## config.mk

```make
export PLATFORM = sky130hd
export DESIGN_NAME = ccc_sqrt_cell
export DESIGN_NICKNAME = d
export VERILOG_FILES = /design/src/sv/ccc_pkg.sv /design/src/sv/ccc_sqrt_cell.sv
export SDC_FILE = /design/constraint.sdc
export NUM_CORES = 1
export LEC_CHECK = 0
export BUFFER_PORTS_ARGS = -buffer_cell sky130_fd_sc_hd__buf_4
export CORE_ASPECT_RATIO = 2
export CORE_UTILIZATION = 52
export DETAILED_ROUTE_END_ITERATION = 16
export PLACE_DENSITY = 0.83
export SLEW_MARGIN = 20
export SYNTH_ARGS = -nofsm -noshare
export SYNTH_HDL_FRONTEND = slang
export SYNTH_SLANG_ARGS = --single-unit
```

## constraint.sdc

```tcl
create_clock -name clk -period 4.35 [get_ports clk]
set_input_delay 0.435 -clock clk [delete_from_list [all_inputs] [get_ports clk]]
set_output_delay 0.435 -clock clk [all_outputs]
set_load 0.01 [all_outputs]
```

## src/sv/ccc_pkg.sv

```systemverilog
`timescale 1ns / 1ps
// shared widths, constants and stage types for the circle contact pipeline
// used by the sqrt and divide cells and by the top level
package ccc_pkg;

  localparam int POS_W    = 32;
  localparam int RAD_W    = 30;
  localparam int SUM_W    = 31;
  localparam int MAG_W    = 31;
  localparam int NRM_W    = 16;
  localparam int DEP_W    = 31;
  localparam int SQ_W     = 64;
  localparam int ROOT_W   = 32;
  localparam int REM_W    = 34;
  localparam int Q_W      = 15;
  localparam int NUM_W    = 46;
  localparam int NRM_SH   = 14;
  localparam int SQ_STEPS = 32;
  localparam int DIV_STEPS = 15;
  localparam int SHF_STEPS = 5;

  localparam logic [Q_W-1:0] NORMAL_ONE = 15'd16384;

  // one step of the bit-pair square root
  typedef struct packed {
    logic [SQ_W-1:0]   n;
    logic [REM_W-1:0]  rem;
    logic [ROOT_W-1:0] root;
  } sqrt_st_t;

  // one lane of the restoring divider
  typedef struct packed {
    logic [NUM_W-1:0]  rem;
    logic [ROOT_W-1:0] d;
    logic [Q_W-1:0]    q;
  } div_st_t;

  // per-item sideband carried down the chain
  typedef struct packed {
    logic [POS_W-1:0]  fx;
    logic [POS_W-1:0]  fy;
    logic [POS_W-1:0]  sx;
    logic [POS_W-1:0]  sy;
    logic [RAD_W-1:0]  fr;
    logic [RAD_W-1:0]  sr;
    logic [SUM_W-1:0]  rs;
    logic              hit;
    logic              negx;
    logic              negy;
    logic              zero;
    logic [MAG_W-1:0]  ax;
    logic [MAG_W-1:0]  ay;
    logic [ROOT_W-1:0] span;
  } ctx_t;

endpackage

```

## src/sv/ccc_sqrt_cell.sv

```systemverilog
`timescale 1ns / 1ps
// one cell of the pipelined integer square root: retires one root bit
// depends on ccc_pkg
module ccc_sqrt_cell (
  input  logic               clk,
  input  logic               adv,
  input  ccc_pkg::sqrt_st_t  st_i,
  output ccc_pkg::sqrt_st_t  st_r
);
  import ccc_pkg::*;

  logic [REM_W-1:0] rem_sh;
  logic [REM_W-1:0] trial;
  sqrt_st_t         st_nxt;

  always_comb begin
    rem_sh   = {st_i.rem[REM_W-3:0], st_i.n[SQ_W-1 -: 2]};
    trial    = {st_i.root, 2'b01};
    st_nxt.n = {st_i.n[SQ_W-3:0], 2'b00};
    if (rem_sh >= trial) begin
      st_nxt.rem  = rem_sh - trial;
      st_nxt.root = {st_i.root[ROOT_W-2:0], 1'b1};
    end else begin
      st_nxt.rem  = rem_sh;
      st_nxt.root = {st_i.root[ROOT_W-2:0], 1'b0};
    end
  end

  always_ff @(posedge clk) begin
    if (adv) begin
      st_r <= st_nxt;
    end
  end

endmodule

```

==> results of run 1 <==
-- cell usage after synthesis, types with 2 or more instances --
cell type and number:
edfxtp_1 128, inv_1 41, a21oi_1 39, ha_1 34, o21ai_0 23, nand2_1 21, mux2_2 19, a21o_1 17
nor2_1 17, xnor2_1 17, nand3_1 14, nor3_1 11, xor2_1 10, and3_1 8, o21a_1 7, a211oi_1 4
a31o_2 4, a31oi_1 4, a221o_1 3, buf_4 3, clkbuf_1 3, mux2_4 3, nand4_1 3, nor4b_1 3
o31ai_1 3, and2_1 2, nand2b_1 2, nor2b_1 2
-- metal layers --
| metal | track usage, % | wire length [um] | vias up |
|---|---|---|---|
| met2 | 62.7 | 11600 | 383 |
| li1 | - | - | 2359 |
| met3 | 9.28 | 2010 | 76 |
| met1 | 32.5 | 6440 | 2578 |
| met4 | 17.8 | 902 | 0 |
| met5 | 0 | 0 | - |
-- per-stage QoR --
stage	total power (uW)	hold slack, ns	utilization (%)	instance area (um^2)
final	3890	0.183	76.7	9020
after global routing	3990	0.175	76.7	9020
after CTS	3890	0.179	76.6	9020
after detailed placement	2330	0.614	71.2	8390
after global placement	2300	0.614	71.2	8390
after floorplan	1940	0.534	-	6310
-- cells in the final DEF (no fill, tap or decap), types with 8 or more instances in the layout --
cell type / count
o21ai_0: 23
xnor2_1: 17
buf_4: 262
nor2_1: 17
nand3_1: 14
nor3_1: 11
edfxtp_1: 128
a21o_1: 17
mux2_2: 19
nand2_1: 21
clkbuf_16: 17
xor2_1: 10
a21oi_1: 39
ha_1: 34
and3_1: 8
inv_1: 41
-- cell families after synthesis --
kind of cell,after synthesis,share of synthesized area (%)
xor+xnor,27,3.75
flops,128,61.0
simple gates,90,7.44
buf+inv,51,3.61
mux,22,4.11
compound gates,124,13.3
other cells,1,0.0595
fa+ha+maj,34,6.75
-- final cells by class --
type,instances,area [um^2]
Clock inverter,14,203
Fill cell,699,2750
Antenna cell,2,5.00
Sequential cell,128,3840
Timing Repair Buffer,262,1970
Tap cell,145,181
Multi-Input combinational cell,299,2240
Clock buffer,18,429
Inverter,42,158
-- power breakdown --
group | leakage [uW] | internal, uW | total (uW) | switching, uW
clock network | 0.000306 | 970 | 1550 | 580
registers | 0.00125 | 1500 | 1540 | 41.9
logic | 0.00243 | 381 | 800 | 419
-- worst max-delay path by stage --
stage,to,slack [ns],cells past startpoint
4_1_cts,st_r[38],0.87,12
3_5_place_dp,st_r[38],0.53,12
3_3_place_gp,st_r[54],0.61,12
6_report,st_r[44],0.78,12
2_1_floorplan,st_r[57],1.29,13
5_1_grt,st_r[38],0.69,12
==> flow_summary.json, run 1 <==
{
  "status": "complete, no violations",
  "drv_cap": 0,
  "grt_pass1_vias": 5479,
  "cts_setup_buffers": 0,
  "overflow": 0,
  "synth.distinct_cells": 60,
  "min_to": "st_r[98]",
  "fin_crit_ns": 3.57,
  "grt_pass1_wl_um": 30300,
  "ant_nets": 0,
  "endpoint_kind": "register",
  "die_y_um": 158,
  "finalCritPeriodShare_pct": 82.1,
  "grt_max_degree": 76,
  "htreeDepth": 4,
  "cts-root-buf": "clkbuf_16",
  "dr_total_vias": 5396,
  "grt_antenna_before_repair": 2,
  "worstPathMaxFanout": 26,
  "hold_path_class": "in -> reg",
  "power.leakage_uw": 0.00399,
  "synthTopCellsByArea": "edfxtp_1 61%, ha_1 6.7%, mux2_2 3.4%",
  "syn-cell-area_mm2": 0.00630,
  "clock_path_buffers": 2,
  "seq_area_frac_synth_pct": 61.0,
  "start_util_pct": 53.6,
  "clk_pin_slew_ns": 0.07,
  "holdPathStages": 1,
  "fmax_ghz": 0.280,
  "max_slew.worst_pin.slew_ns": 1.00,
  "io_buffers": 257,
  "drt_wl_total_um": 21000,
  "largest_reg_flops": 128,
  "cts-buffers-inserted": 17,
  "maxSlewHeadroom_pct": 33.3,
  "cts_tree": "yes",
  "required_ns": 4.51,
  "final-max-slew-violation-count": 0,
  "finalSetupViolCount": 0,
  "gp_congestion": 0.907,
  "hold_buffers": 0,
  "final_nets": 916,
  "syn_inst": 477,
  "cp-start-kind": "primary input",
  "synth-edff-count": 128,
  "cp_cell_sequence": "buf_4 -> inv_1 -> ha_1 -> nand3_2 -> nor4b_2 -> o31ai_2 -> a2111oi_4 -> o21ai_2 -> a21boi_4 -> nor2_4 -> inv_2 -> mux2_2",
  "dp_cells": 876,
  "io_pins": 262,
  "core_mm2": 0.0118,
  "via_per_inst": 5.93,
  "layout-drive-gt1-share_pct": 43.1,
  "final_cells": 910,
  "hold_path_startpoint": "st_i[96]",
  "path_delay_family": "compound AO/OA/AOI/OAI gates",
  "clock-sinks": 128,
  "drt_pass1_iterations": 5,
  "cpMaxStageDelayCell": "inv_2",
  "ys.flop_type": "edfxtp_1",
  "die_w_um": 79.9,
  "pwr_density_cell_mw_per_mm2": 432,
  "setup-tns-final_ns": 0,
  "groute.usage.overall_pct": 33.6,
  "die-area_mm2": 0.0126,
  "crit_start": "st_i[7]",
  "post_drt_wl_per_cell_um": 23.1,
  "cp_data_arrival_time_ns": 3.73,
  "largest_registers": "st_r x128",
  "dr.first_iter.drc_count": 529,
  "drc_errors": 0,
  "ir_drop_uv": 445,
  "syn_avg_cell_area_um2": 13.2,
  "synth_top_area_cell": "edfxtp_1",
  "critPathBufInv": 3,
  "hold_viol": 0,
  "area_delta_synth_final_pct": 43.1,
  "setup_ws_ns": 0.778,
  "ys_warn_count": 0,
  "crit_type": "in -> reg",
  "ys_seq_elements": 128,
  "top_register": "st_r",
  "cts_resized": 0,
  "synthArstFlopShare_pct": 0,
  "max_stage_delay_ns": 0.53,
  "place_hpwl_um": 14800,
  "rsz0062_at_grt": "no",
  "dp_slack_ns": 0.530,
  "rows": 56,
  "synth_top_area_share_pct": 61.0
}
Note: power is estimated with default switching activity, not from simulation.
==> run 2, diff against run 1 <==
--- a/config.mk
+++ b/config.mk
@@ -5,11 +5,12 @@
 export SDC_FILE = /design/constraint.sdc
 export NUM_CORES = 1
 export LEC_CHECK = 0
+export ABC_AREA = 1
 export BUFFER_PORTS_ARGS = -buffer_cell sky130_fd_sc_hd__buf_4
 export CORE_ASPECT_RATIO = 2
-export CORE_UTILIZATION = 52
+export CORE_UTILIZATION = 45
 export DETAILED_ROUTE_END_ITERATION = 16
-export PLACE_DENSITY = 0.83
+export PLACE_DENSITY = 0.74
 export SLEW_MARGIN = 20
 export SYNTH_ARGS = -nofsm -noshare
 export SYNTH_HDL_FRONTEND = slang
==> constraint.sdc (replaced) <==
create_clock -name clk -period 3 [get_ports clk]
set_input_delay 0.3 -clock clk [delete_from_list [all_inputs] [get_ports clk]]
set_output_delay 0.3 -clock clk [all_outputs]
set_load 0.01 [all_outputs]
==> flow_summary.json, run 2 <==
{
  "status": "complete, no violations",
  "cp_common_cell": "nand2_1",
  "power.leakage_uw": 0.00482,
  "worst_hold_slack_ns": 0.0555,
  "final_nets": 1199,
  "dp_cells": 1209,
  "post_drt_wl_per_cell_um": 16.6,
  "groute.usage.overall_pct": 26.7,
  "gp_congestion": 0.937,
  "layout_common_cells": "277 x nand2_1, 258 x buf_4, 128 x edfxtp_1, 123 x inv_1, 51 x nor2_1",
  "io_buffers": 257,
  "ir_drop_uv": 417,
  "endpoint_kind": "register",
  "start_util_pct": 46.1,
  "area_delta_synth_final_pct": 40.3,
  "syn_avg_cell_area_um2": 9.02,
  "grt_pass1_vias": 6018,
  "via_per_inst": 4.87,
  "setup_ws_ns": 0.789,
  "crit_start": "st_i[21]",
  "final-max-slew-violation-count": 0,
  "fin_crit_ns": 2.21,
  "worstPathMaxFanout": 37,
  "ys.flop_type": "edfxtp_1",
  "layout_commonest_cell": "nand2_1",
  "synth_commonest_cells": "277 x nand2_1, 128 x edfxtp_1, 123 x inv_1, 51 x nor2_1, 38 x nand3_1",
  "setup-tns-final_ns": 0,
  "drc_errors": 0,
  "path_delay_family": "compound AO/OA/AOI/OAI gates",
  "cp_cell_sequence": "buf_4 -> inv_1 -> ha_1 -> a21oi_2 -> o21ai_0 -> a21oi_1 -> nand3_2 -> nand2_2 -> nand2_8 -> inv_4 -> nand2_1 -> nand2_1",
  "synth_top_area_cell": "edfxtp_1",
  "die_w_um": 89.4,
  "clock_path_buffers": 2,
  "dp_slack_ns": 0.346,
  "synth_top_area_share_pct": 55.9,
  "diodes": 0,
  "required_ns": 3.29,
  "pwr_density_cell_mw_per_mm2": 585,
  "clk_pin_slew_ns": 0.06,
  "largest_reg_flops": 128,
  "clock-sinks": 128,
  "rows": 63,
  "overflow": 0,
  "dr_total_vias": 6048,
  "critPathBufInv": 3,
  "crit_type": "in -> reg",
  "cp-start-kind": "primary input",
  "syn-cell-area_mm2": 0.00688,
  "crit_cells": 12,
  "final_cells": 1241,
  "dpl-instance-area_mm2": 0.00901,
  "die-area_mm2": 0.0158,
  "finalCritPeriodShare_pct": 73.7,
  "die_y_um": 177,
  "fin_area_mm2": 0.00965,
  "io_pins": 262,
  "cts_setup_buffers": 0,
  "synth-edff-count": 128,
  "drt_wl_total_um": 20600,
  "fill_cells": 1267,
  "hold_path_class": "in -> reg",
  "max_stage_delay_ns": 0.38,
  "fmax_ghz": 0.452,
  "grt_pass1_wl_um": 30200,
  "layout-drive-gt1-share_pct": 29.3,
  "cts_tree": "yes",
  "ant_nets": 0,
  "synth.distinct_cells": 27,
  "syn_inst": 762,
  "critPathCapture": "st_r[38]",
  "ys_warn_count": 0,
  "largest_registers": "st_r x128",
  "place_hpwl_um": 16100,
  "top_register": "st_r",
  "ys_seq_elements": 128,
  "drv_cap": 0,
  "synthTopCellsByArea": "edfxtp_1 56%, nand2_1 15%, inv_1 6.7%",
  "synth.most_common_cell": "nand2_1",
  "hold_viol": 0,
  "cts_resized": 0,
  "core_mm2": 0.0149,
  "cts-buffers-inserted": 17,
  "hold_buffers": 0,
  "cp_data_arrival_time_ns": 2.50,
  "maxSlewHeadroom_pct": 51.8,
  "synthArstFlopShare_pct": 0,
  "grt_antenna_before_repair": 0,
  "finalSetupViolCount": 0,
  "rsz0062_at_grt": "no",
  "htreeDepth": 4,
  "max_slew.worst_pin.slew_ns": 0.723,
  "seq_area_frac_synth_pct": 55.9,
  "grt_max_degree": 129,
  "dr.first_iter.drc_count": 312,
  "cts-root-buf": "clkbuf_16",
  "drt_pass1_iterations": 4,
  "cpMaxStageDelayCell": "ha_1"
}
==> run 2: final cells by class <==
class,count,area [um^2],area share (%)
sequential,128,3840,39.8
clock inverter,14,211,2.19
tap,195,244,2.53
timing repair buffer,259,1960,20.3
multi-input combinational,499,2480,25.7
inverter,128,483,5.01
clock buffer,18,429,4.45
==> run 2: layer usage <==
layer | track usage (%) | share of wire, % | up-vias
li1 | - | - | 2992
met1 | 21.8 | 30 | 2768
met2 | 54.4 | 60 | 228
met3 | 5.04 | 5.6 | 60
met4 | 15.4 | 5.0 | 0
met5 | 0 | 0 | -
==> run 2: how the worst min path moves through the flow <==
stage,start,end,slack [ns],cells after the start
after floorplan,st_i[98],st_r[100],0.40,0
after global placement,st_i[84],st_r[86],0.48,1
after detailed placement,st_i[104],st_r[106],0.48,1
after CTS,st_i[105],st_r[107],0.04,1
after global routing,st_i[71],st_r[73],0.04,1
final,st_i[105],st_r[107],0.06,1
==> run 2: stage by stage <==
| step | utilization, % | power [uW] |
|---|---|---|
| after global routing | 64.8 | 5880 |
| final | 64.8 | 5640 |
| after global placement | 60.5 | 3420 |
| after detailed placement | 60.5 | 3440 |
| after floorplan | - | 2860 |
| after CTS | 64.8 | 5680 |
==> run 2: cells by family (layout without fill, tap and decap cells) <==
group,after synthesis,count (layout),share of synthesized area [%]
and+or+nand+nor,399,399,24.0
AOI/OAI and AO/OA,47,47,3.62
adders and majority gates,34,34,6.19
other,1,2,0.0545
DFF,128,128,55.9
buffers and inverters,136,419,8.06
xor gates and xnor gates,17,17,2.17
==> run 2: power by group <==
part / total, uW / internal [uW] / switching (uW)
logic: 1180 / 511 / 672
registers: 2230 / 2180 / 48.0
clock network: 2230 / 1470 / 763
total: 5640 / 4160 / 1480
