## config.mk

```make
export PLATFORM = sky130hd
export DESIGN_NAME = ccc_div_cell
export DESIGN_NICKNAME = d
export VERILOG_FILES = /design/src/sv/ccc_pkg.sv /design/src/sv/ccc_div_cell.sv
export SDC_FILE = /design/constraint.sdc
export NUM_CORES = 1
export LEC_CHECK = 0
export BUFFER_PORTS_ARGS = -buffer_cell sky130_fd_sc_hd__clkbuf_2
export CELL_PAD_IN_SITES_DETAIL_PLACEMENT = 0
export CELL_PAD_IN_SITES_GLOBAL_PLACEMENT = 1
export CORE_UTILIZATION = 38
export CTS_CLUSTER_DIAMETER = 30
export DETAILED_ROUTE_END_ITERATION = 10
export GPL_TIMING_DRIVEN = 0
export PLACE_DENSITY = 0.78
export SLEW_MARGIN = 20
export SYNTH_ARGS = -nofsm -noshare
export SYNTH_HDL_FRONTEND = slang
export SYNTH_SLANG_ARGS = --single-unit
```

## constraint.sdc

```tcl
create_clock -name clk -period 3.6 [get_ports clk]
set_input_delay 0.54 -clock clk [delete_from_list [all_inputs] [get_ports clk]]
set_output_delay 0.54 -clock clk [all_outputs]
set_load 0.005 [all_outputs]
```

## src/sv/ccc_pkg.sv

```systemverilog
`timescale 1ns / 1ps
// shared widths, constants and stage types for the circle contact pipeline
// used by the sqrt and divide cells and by the top level
package ccc_pkg;

  localparam int POS_W    = 32;
  localparam int RAD_W    = 30;
  localparam int SUM_W    = 31;
  localparam int MAG_W    = 31;
  localparam int NRM_W    = 16;
  localparam int DEP_W    = 31;
  localparam int SQ_W     = 64;
  localparam int ROOT_W   = 32;
  localparam int REM_W    = 34;
  localparam int Q_W      = 15;
  localparam int NUM_W    = 46;
  localparam int NRM_SH   = 14;
  localparam int SQ_STEPS = 32;
  localparam int DIV_STEPS = 15;
  localparam int SHF_STEPS = 5;

  localparam logic [Q_W-1:0] NORMAL_ONE = 15'd16384;

  // one step of the bit-pair square root
  typedef struct packed {
    logic [SQ_W-1:0]   n;
    logic [REM_W-1:0]  rem;
    logic [ROOT_W-1:0] root;
  } sqrt_st_t;

  // one lane of the restoring divider
  typedef struct packed {
    logic [NUM_W-1:0]  rem;
    logic [ROOT_W-1:0] d;
    logic [Q_W-1:0]    q;
  } div_st_t;

  // per-item sideband carried down the chain
  typedef struct packed {
    logic [POS_W-1:0]  fx;
    logic [POS_W-1:0]  fy;
    logic [POS_W-1:0]  sx;
    logic [POS_W-1:0]  sy;
    logic [RAD_W-1:0]  fr;
    logic [RAD_W-1:0]  sr;
    logic [SUM_W-1:0]  rs;
    logic              hit;
    logic              negx;
    logic              negy;
    logic              zero;
    logic [MAG_W-1:0]  ax;
    logic [MAG_W-1:0]  ay;
    logic [ROOT_W-1:0] span;
  } ctx_t;

endpackage

```

## src/sv/ccc_div_cell.sv

```systemverilog
`timescale 1ns / 1ps
// one cell of the pipelined restoring divider: retires one quotient bit
// depends on ccc_pkg
module ccc_div_cell #(
  parameter int SH = 0
) (
  input  logic              clk,
  input  logic              adv,
  input  ccc_pkg::div_st_t  st_i,
  output ccc_pkg::div_st_t  st_r
);
  import ccc_pkg::*;

  logic [NUM_W:0] trial;
  div_st_t        st_nxt;

  always_comb begin
    trial    = (NUM_W+1)'(st_i.d) << SH;
    st_nxt.d = st_i.d;
    if ({1'b0, st_i.rem} >= trial) begin
      st_nxt.rem = st_i.rem - trial[NUM_W-1:0];
      st_nxt.q   = {st_i.q[Q_W-2:0], 1'b1};
    end else begin
      st_nxt.rem = st_i.rem;
      st_nxt.q   = {st_i.q[Q_W-2:0], 1'b0};
    end
  end

  always_ff @(posedge clk) begin
    if (adv) begin
      st_r <= st_nxt;
    end
  end

endmodule
```

==> metrics.yaml, run 1 <==
die_h_um: 121
synth_cell_types: 51
hpwl_mm: 10.3
fp.dieW_um: 121
cap_viol_max_count: 0
grt_pass1_vias: 4208
dp_cells: 862
async_reset_ff_share_pct: 0
avgSynthCellArea_um2: 10.9
crit_path_start_kind: "primary input"
place_congestion: 0.837
drtIter0Drc: 197
wl_mm: 13.4
clock-root-buffer: "clkbuf_16"
start_util_pct: 39.0
io_buffer_count: 186
end_kind: "flip-flop"
synth_top_family_by_area: "compound AO/OA/AOI/OAI gates"
cp_max_fo: 6
drive_gt1_share_pct: 32.2
cts_tree: "built"
synth_nets: 624
fmax_mhz: 301
p_total_mw: 2.96
yosys_register_bits: 93
vias_per_cell: 5.08
grt_max_degree: 94
worst_pin_slew_ps: 711
cts.path.max_buffers: 2
grt-ovfl-total: 0
setup.worst_path.class: "primary input to flip-flop"
synth_compound_area_share_pct: 15.0
powerDensity_nw_per_um2: 430
fillers: 1314
irDropWorstVdd_mv: 0.218
grt_pass1_wl_mm: 20.4
hold_viol: 0
hold_class: "primary input to flip-flop"
drc: 0
finalNetCount: 821
n_antenna_cell: 0
dp_slack_ps: -259
postCtsHoldBufs: 0
stdcell_count: 878
rsz0062_at_grt: "no"
fin_crit_ps: 3330
synthAdderAreaFrac_pct: 7.76
ys_seq_area_share_pct: 51.5
largest_reg_flops: 93
drv_slew: 0
clk_pin_slew_worst_paths_ps: 70
htree_num_levels: 3
syn_to_final_growth_pct: 27.0
synth_cells: 496
synth_mux_area_share_pct: 2.42
setup_viol: 0
synth_xor_area_share_pct: 6.95
cts_sinks: 93
reg_top3: "st_r x93"
syn_area_um2: 5420
die_area_um2: 14700
yosys.area_share.simple_pct: 11.6
maxSlewHeadroom_pct: 52.6
leakage_nw: 3.06
ant_nets: 0
first_pass_iters: 4
required_ps: 3710
synth_ff_type: "edfxtp_1"
ioPinCount: 188
gr-usage-all-layers_pct: 18.2
cts_made_buffers: 9
setup_slack_ps: 274
placementRows: 43
ys_warn_count: 0
wl_per_cell_um: 15.2
antenna_found_initial: 0
largest-register: "st_r"
status: "complete, no violations"
post-route-period-util_pct: 92.4
synth_edf_count: 93
vias: 4457
cp.arrival_ps: 3440
design.core.area_um2: 13900
==> stage by stage <==
stage,utilization [%],setup TNS [ps],hold slack [ps],cell area [µm²]
2_1_floorplan,-,0,639,5420
3_3_place_gp,47.4,-1420,717,6580
4_1_cts,49.6,0,343,6880
3_5_place_dp,47.4,-3820,719,6580
5_1_grt,49.6,0,343,6880
6_report,49.6,0,359,6880
==> worst max-delay path, cell delays in order <==
cell and delay, ps:
clkbuf_2 90, inv_1 60, ha_1 180, inv_1 60, fa_1 410, a21oi_1 280
o211ai_1 140, a21oi_2 360, o2111a_1 330, o41ai_1 140, a21oi_1 490, nand4b_1 200
xnor2_1 160
==> metal layers <==
metal | global-route usage (%) | up-vias | routed length, µm
li1 | - | 2230 | -
met1 | 23.9 | 2049 | 6080
met3 | 4.18 | 16 | 877
met5 | 0 | - | 0
met4 | 6.48 | 0 | 214
met2 | 29.3 | 162 | 6210
==> logic make-up (layout without fill, tap and decap cells) <==
logic type | after synthesis | in the layout
AO/OA/AOI/OAI | 132 | 132
AND/OR/NAND/NOR | 124 | 124
flip-flops | 93 | 93
buffers and inverters | 62 | 264
XOR/XNOR | 43 | 43
adder cells (fa/ha/maj) | 33 | 33
multiplexers | 9 | 9
==> path summary, 6_finish.rpt <==
check / startpoint / endpoint / slack [ps] / cells past startpoint
hold / removal: st_i[4] / st_r[5] / 360 / 1
setup / recovery: st_i[47] / st_r[81] / 270 / 13
==> Yosys cell counts (2+ instances only) <==
cell      count  area, µm²
a211o_1       2       17.5
a211oi_1      5       37.5
a21o_1       16        120
a21oi_1      61        305
a31oi_1       7       43.8
and2_1        2       12.5
and3_1        2       12.5
buf_2         2       10.0
buf_6         3       33.8
clkbuf_1     16       60.1
edfxtp_1     93       2790
ha_1         32        400
inv_1        41        154
mux2_4        8        120
nand2_1      21       78.8
nand2b_1      3       18.8
nand3_1       7       35.0
nand4_1      14       87.6
nand4b_1      4       35.0
nor2_1       45        169
nor2b_1       5       31.3
nor3_1        6       30.0
nor4_1        3       18.8
o211ai_1      5       37.5
o21ai_0      19       95.1
o21bai_1      3       22.5
o22ai_1       2       12.5
or3_1         2       12.5
or4_1         3       22.5
or4_4         2       22.5
xnor2_1      30        263
xor2_1       13        114
==> where the power goes <==
part / internal (mW) / switching (mW) / leakage (nW)
registers: 1.34 / 0.0319 / 0.911
logic: 0.302 / 0.350 / 2.01
clock network: 0.485 / 0.452 / 0.141
==> final cells by class <==
| class | instances | area [µm²] | share of cell area (%) |
|---|---|---|---|
| multi-input cells | 341 | 2370 | 34.5 |
| clock buffers | 9 | 225 | 3.27 |
| repair buffers | 186 | 940 | 13.7 |
| flip-flops and latches | 93 | 2790 | 40.6 |
| clock inverters | 7 | 70.1 | 1.02 |
| inverters | 41 | 154 | 2.24 |
| plain buffers | 21 | 104 | 1.51 |
| well taps | 180 | 225 | 3.27 |
==> placed cells by master (no fill, tap or decap), types with 3 or more instances in the layout <==
cell / Yosys / routed
edfxtp_1: 93 / 93
nor2_1: 45 / 45
nand4_1: 14 / 14
o21ai_0: 19 / 19
clkbuf_16: 0 / 9
xnor2_1: 30 / 30
nor4_1: 3 / 3
mux2_4: 8 / 8
a31oi_1: 7 / 7
xor2_1: 13 / 13
clkinv_4: 0 / 3
o211ai_1: 5 / 5
a21o_1: 16 / 16
or4_1: 3 / 3
o21bai_1: 3 / 3
nor2b_1: 5 / 5
clkbuf_1: 16 / 16
ha_1: 32 / 32
clkbuf_2: 0 / 185
nand3_1: 7 / 7
nand2_1: 21 / 21
nand2b_1: 3 / 3
a21oi_1: 61 / 60
nor3_1: 6 / 6
inv_1: 41 / 41
a211oi_1: 5 / 5
buf_6: 3 / 3
nand4b_1: 4 / 4
==> timing repair <==
action / in CTS / in global routing
setup buffers: 0 / 0
endpoints found under the setup margin: 0 / 6
resized for setup: 0 / 1
Power figures use the tool's default switching activity.
==> run 2: changes to the inputs <==
--- a/config.mk
+++ b/config.mk
@@ -9,6 +9,7 @@
 export CELL_PAD_IN_SITES_DETAIL_PLACEMENT = 0
 export CELL_PAD_IN_SITES_GLOBAL_PLACEMENT = 1
 export CORE_UTILIZATION = 38
+export CTS_BUF_LIST = sky130_fd_sc_hd__clkbuf_2 sky130_fd_sc_hd__clkbuf_4 sky130_fd_sc_hd__clkbuf_8
 export CTS_CLUSTER_DIAMETER = 30
 export DETAILED_ROUTE_END_ITERATION = 10
 export GPL_TIMING_DRIVEN = 0
==> run 2 against run 1 <==
Against the previous run: wire length is 0.52% lower; worst setup slack better by 71 ps; critical path depth stayed put; highest routed layer unchanged; largest cell class unchanged; clock power is 26% lower; sequential power hardly changed; design area is 1.5% lower; via count is 0.22% lower.
==> metrics.yaml, run 2 (same netlist as run 1, synthesis figures left out) <==
status: "complete, no violations"  # unchanged
postCtsHoldBufs: 0  # unchanged
ioPinCount: 188  # unchanged
reg_top3: "st_r x93"  # unchanged
cts_tree: "built"  # unchanged
powerDensity_nw_per_um2: 400  # was 430 nW/µm²
route.met2.wl_mm: 6.18  # was 6.21 mm
htree_num_levels: 3  # unchanged
rsz0062_at_grt: "no"  # unchanged
vias: 4447  # was 4457
wl_mm: 13.3  # was 13.4 mm
finalNetCount: 821  # unchanged
intPower_mw: 1.91  # was 2.13 mW
clock-root-buffer: "clkbuf_8"  # was clkbuf_16
final_common_cell: "clkbuf_2"  # unchanged
setup_viol: 0  # unchanged
crit_path_start_kind: "primary input"  # unchanged
grt_max_degree: 94  # unchanged
swShare_pct: 29.6  # was 28.2%
clk_pin_slew_worst_paths_ps: 100  # was 70 ps
fmax_mhz: 307  # was 301 MHz
ant_nets: 0  # unchanged
cts_made_buffers: 9  # unchanged
dr_wl_met3_um: 934  # was 877 µm
drive_gt1_share_pct: 32.2  # unchanged
first_pass_iters: 4  # unchanged
highest_layer: "met4"  # unchanged
hpwl_mm: 10.3  # unchanged
maxSlewHeadroom_pct: 52.1  # was 52.6%
largest-register: "st_r"  # unchanged
drv_slew: 0  # unchanged
vias_per_cell: 5.06  # was 5.08
comb_power_share_pct: 24.0  # was 22.0%
io_buffer_count: 186  # unchanged
grt_pass1_vias: 4198  # was 4208
hold_viol: 0  # unchanged
grt_pass1_wl_mm: 20.3  # was 20.4 mm
design.core.area_um2: 13900  # unchanged
setup_slack_ps: 345  # was 274 ps
cp.arrival_ps: 3410  # was 3440 ps
die_area_um2: 14700  # unchanged
dp_cells: 862  # unchanged
setup.worst_path.class: "primary input to flip-flop"  # unchanged
stdcell_count: 878  # unchanged
leakage_nw: 3.02  # was 3.06 nW
gr-usage-all-layers_pct: 18.0  # was 18.2%
placementRows: 43  # unchanged
cap_viol_max_count: 0  # unchanged
worstHoldEndpoint: "st_r[14]"  # was st_r[5]
mostFrequentLayoutCells: "185 x clkbuf_2, 93 x edfxtp_1, 60 x a21oi_1"  # unchanged
irDropWorstVdd_mv: 0.177  # was 0.218 mV
tns_ps: 0  # unchanged
grt-ovfl-total: 0  # unchanged
largest_reg_flops: 93  # unchanged
p_seq_share_pct: 50.6  # was 46.4%
p_sw_mw: 0.803  # was 0.834 mW
dp_slack_ps: -259  # unchanged
syn_to_final_growth_pct: 25.1  # was 27.0%
required_ps: 3750  # was 3710 ps
cts.path.max_buffers: 2  # unchanged
drtIter0Drc: 216  # was 197
holdPathStages: 1  # unchanged
worst_pin_slew_ps: 719  # was 711 ps
place_congestion: 0.837  # unchanged
fin_crit_ps: 3250  # was 3330 ps
antenna_found_initial: 0  # unchanged
cp_max_fo: 6  # unchanged
worstHoldStart: "st_i[13]"  # was st_i[4]
fp.dieW_um: 121  # unchanged
wl_per_cell_um: 15.2  # about the same
hold_class: "primary input to flip-flop"  # unchanged
wl_met1_mm: 5.97  # was 6.08 mm
end_kind: "flip-flop"  # unchanged
n_antenna_cell: 0  # unchanged
start_util_pct: 39.0  # unchanged
post-route-period-util_pct: 90.4  # was 92.4%
cts_sinks: 93  # unchanged
p_clk_share_pct: 25.4  # was 31.6%
final_util_pct: 48.9  # was 49.6%
die_h_um: 121  # unchanged
drc: 0  # unchanged
## run 2: changes by cell type in the layout (fill, tap and decap cells not counted)
cell       change
clkbuf_8       +9
clkbuf_16      -9
## run 2: timing repair
action,4_1_cts,5_1_grt
endpoints found under the setup margin,0,1
buffers inserted,0,0
gates resized for setup,0,1
hold endpoints to repair,0,0
## run 2: worst max-delay path by stage
stage,slack [ps],startpoint,cells after the start,to
after global routing,40,st_i[41],11,st_r[67]
after detailed placement,-260,st_i[47],13,st_r[83]
final,350,st_i[47],13,st_r[81]
after CTS,150,st_i[47],13,st_r[83]
after global placement,-180,st_i[47],13,st_r[83]
after floorplan,520,st_i[41],9,st_r[50]
## run 2: area by class of cell
cell class | count | area (µm²)
inverter | 41 | 154
timing repair buffer | 186 | 940
fill | 1328 | 7100
sequential | 93 | 2790
clock buffer | 9 | 124
multi-input combinational | 341 | 2370
buffer | 21 | 104
tap | 180 | 225
clock inverter | 7 | 70.1
## run 2: critical path, stage by stage
cell      delay [ps]
clkbuf_2          90
inv_1             60
ha_1             180
inv_1             60
fa_1             410
a21oi_1          270
o211ai_1         140
a21oi_2          360
o2111a_1         330
o41ai_1          140
a21oi_1          470
nand4b_1         190
xnor2_1          160
## run 2: routing by layer
layer | GRT usage [%] | vias to the layer above
met5 | 0 | -
met1 | 23.9 | 2048
li1 | - | 2224
met2 | 29.0 | 160
met4 | 6.94 | 0
met3 | 3.34 | 15
## run 2: through the flow
step	cell area, µm²	hold slack [ps]	power (mW)
floorplan	5420	639	1.76
global placement	6580	717	2.04
detailed placement	6580	719	2.05
CTS	6780	302	2.73
global route	6780	305	2.85
finish	6780	321	2.71
## run 2: power by group through the flow
| stage | Combinational, mW | Sequential (mW) | Clock, mW |
|---|---|---|---|
| after floorplan | 0.352 | 1.41 | 0 |
| after global placement | 0.644 | 1.40 | 0 |
| after detailed placement | 0.648 | 1.40 | 0 |
| after CTS | 0.654 | 1.37 | 0.707 |
| after global routing | 0.726 | 1.38 | 0.739 |
| final | 0.650 | 1.37 | 0.689 |
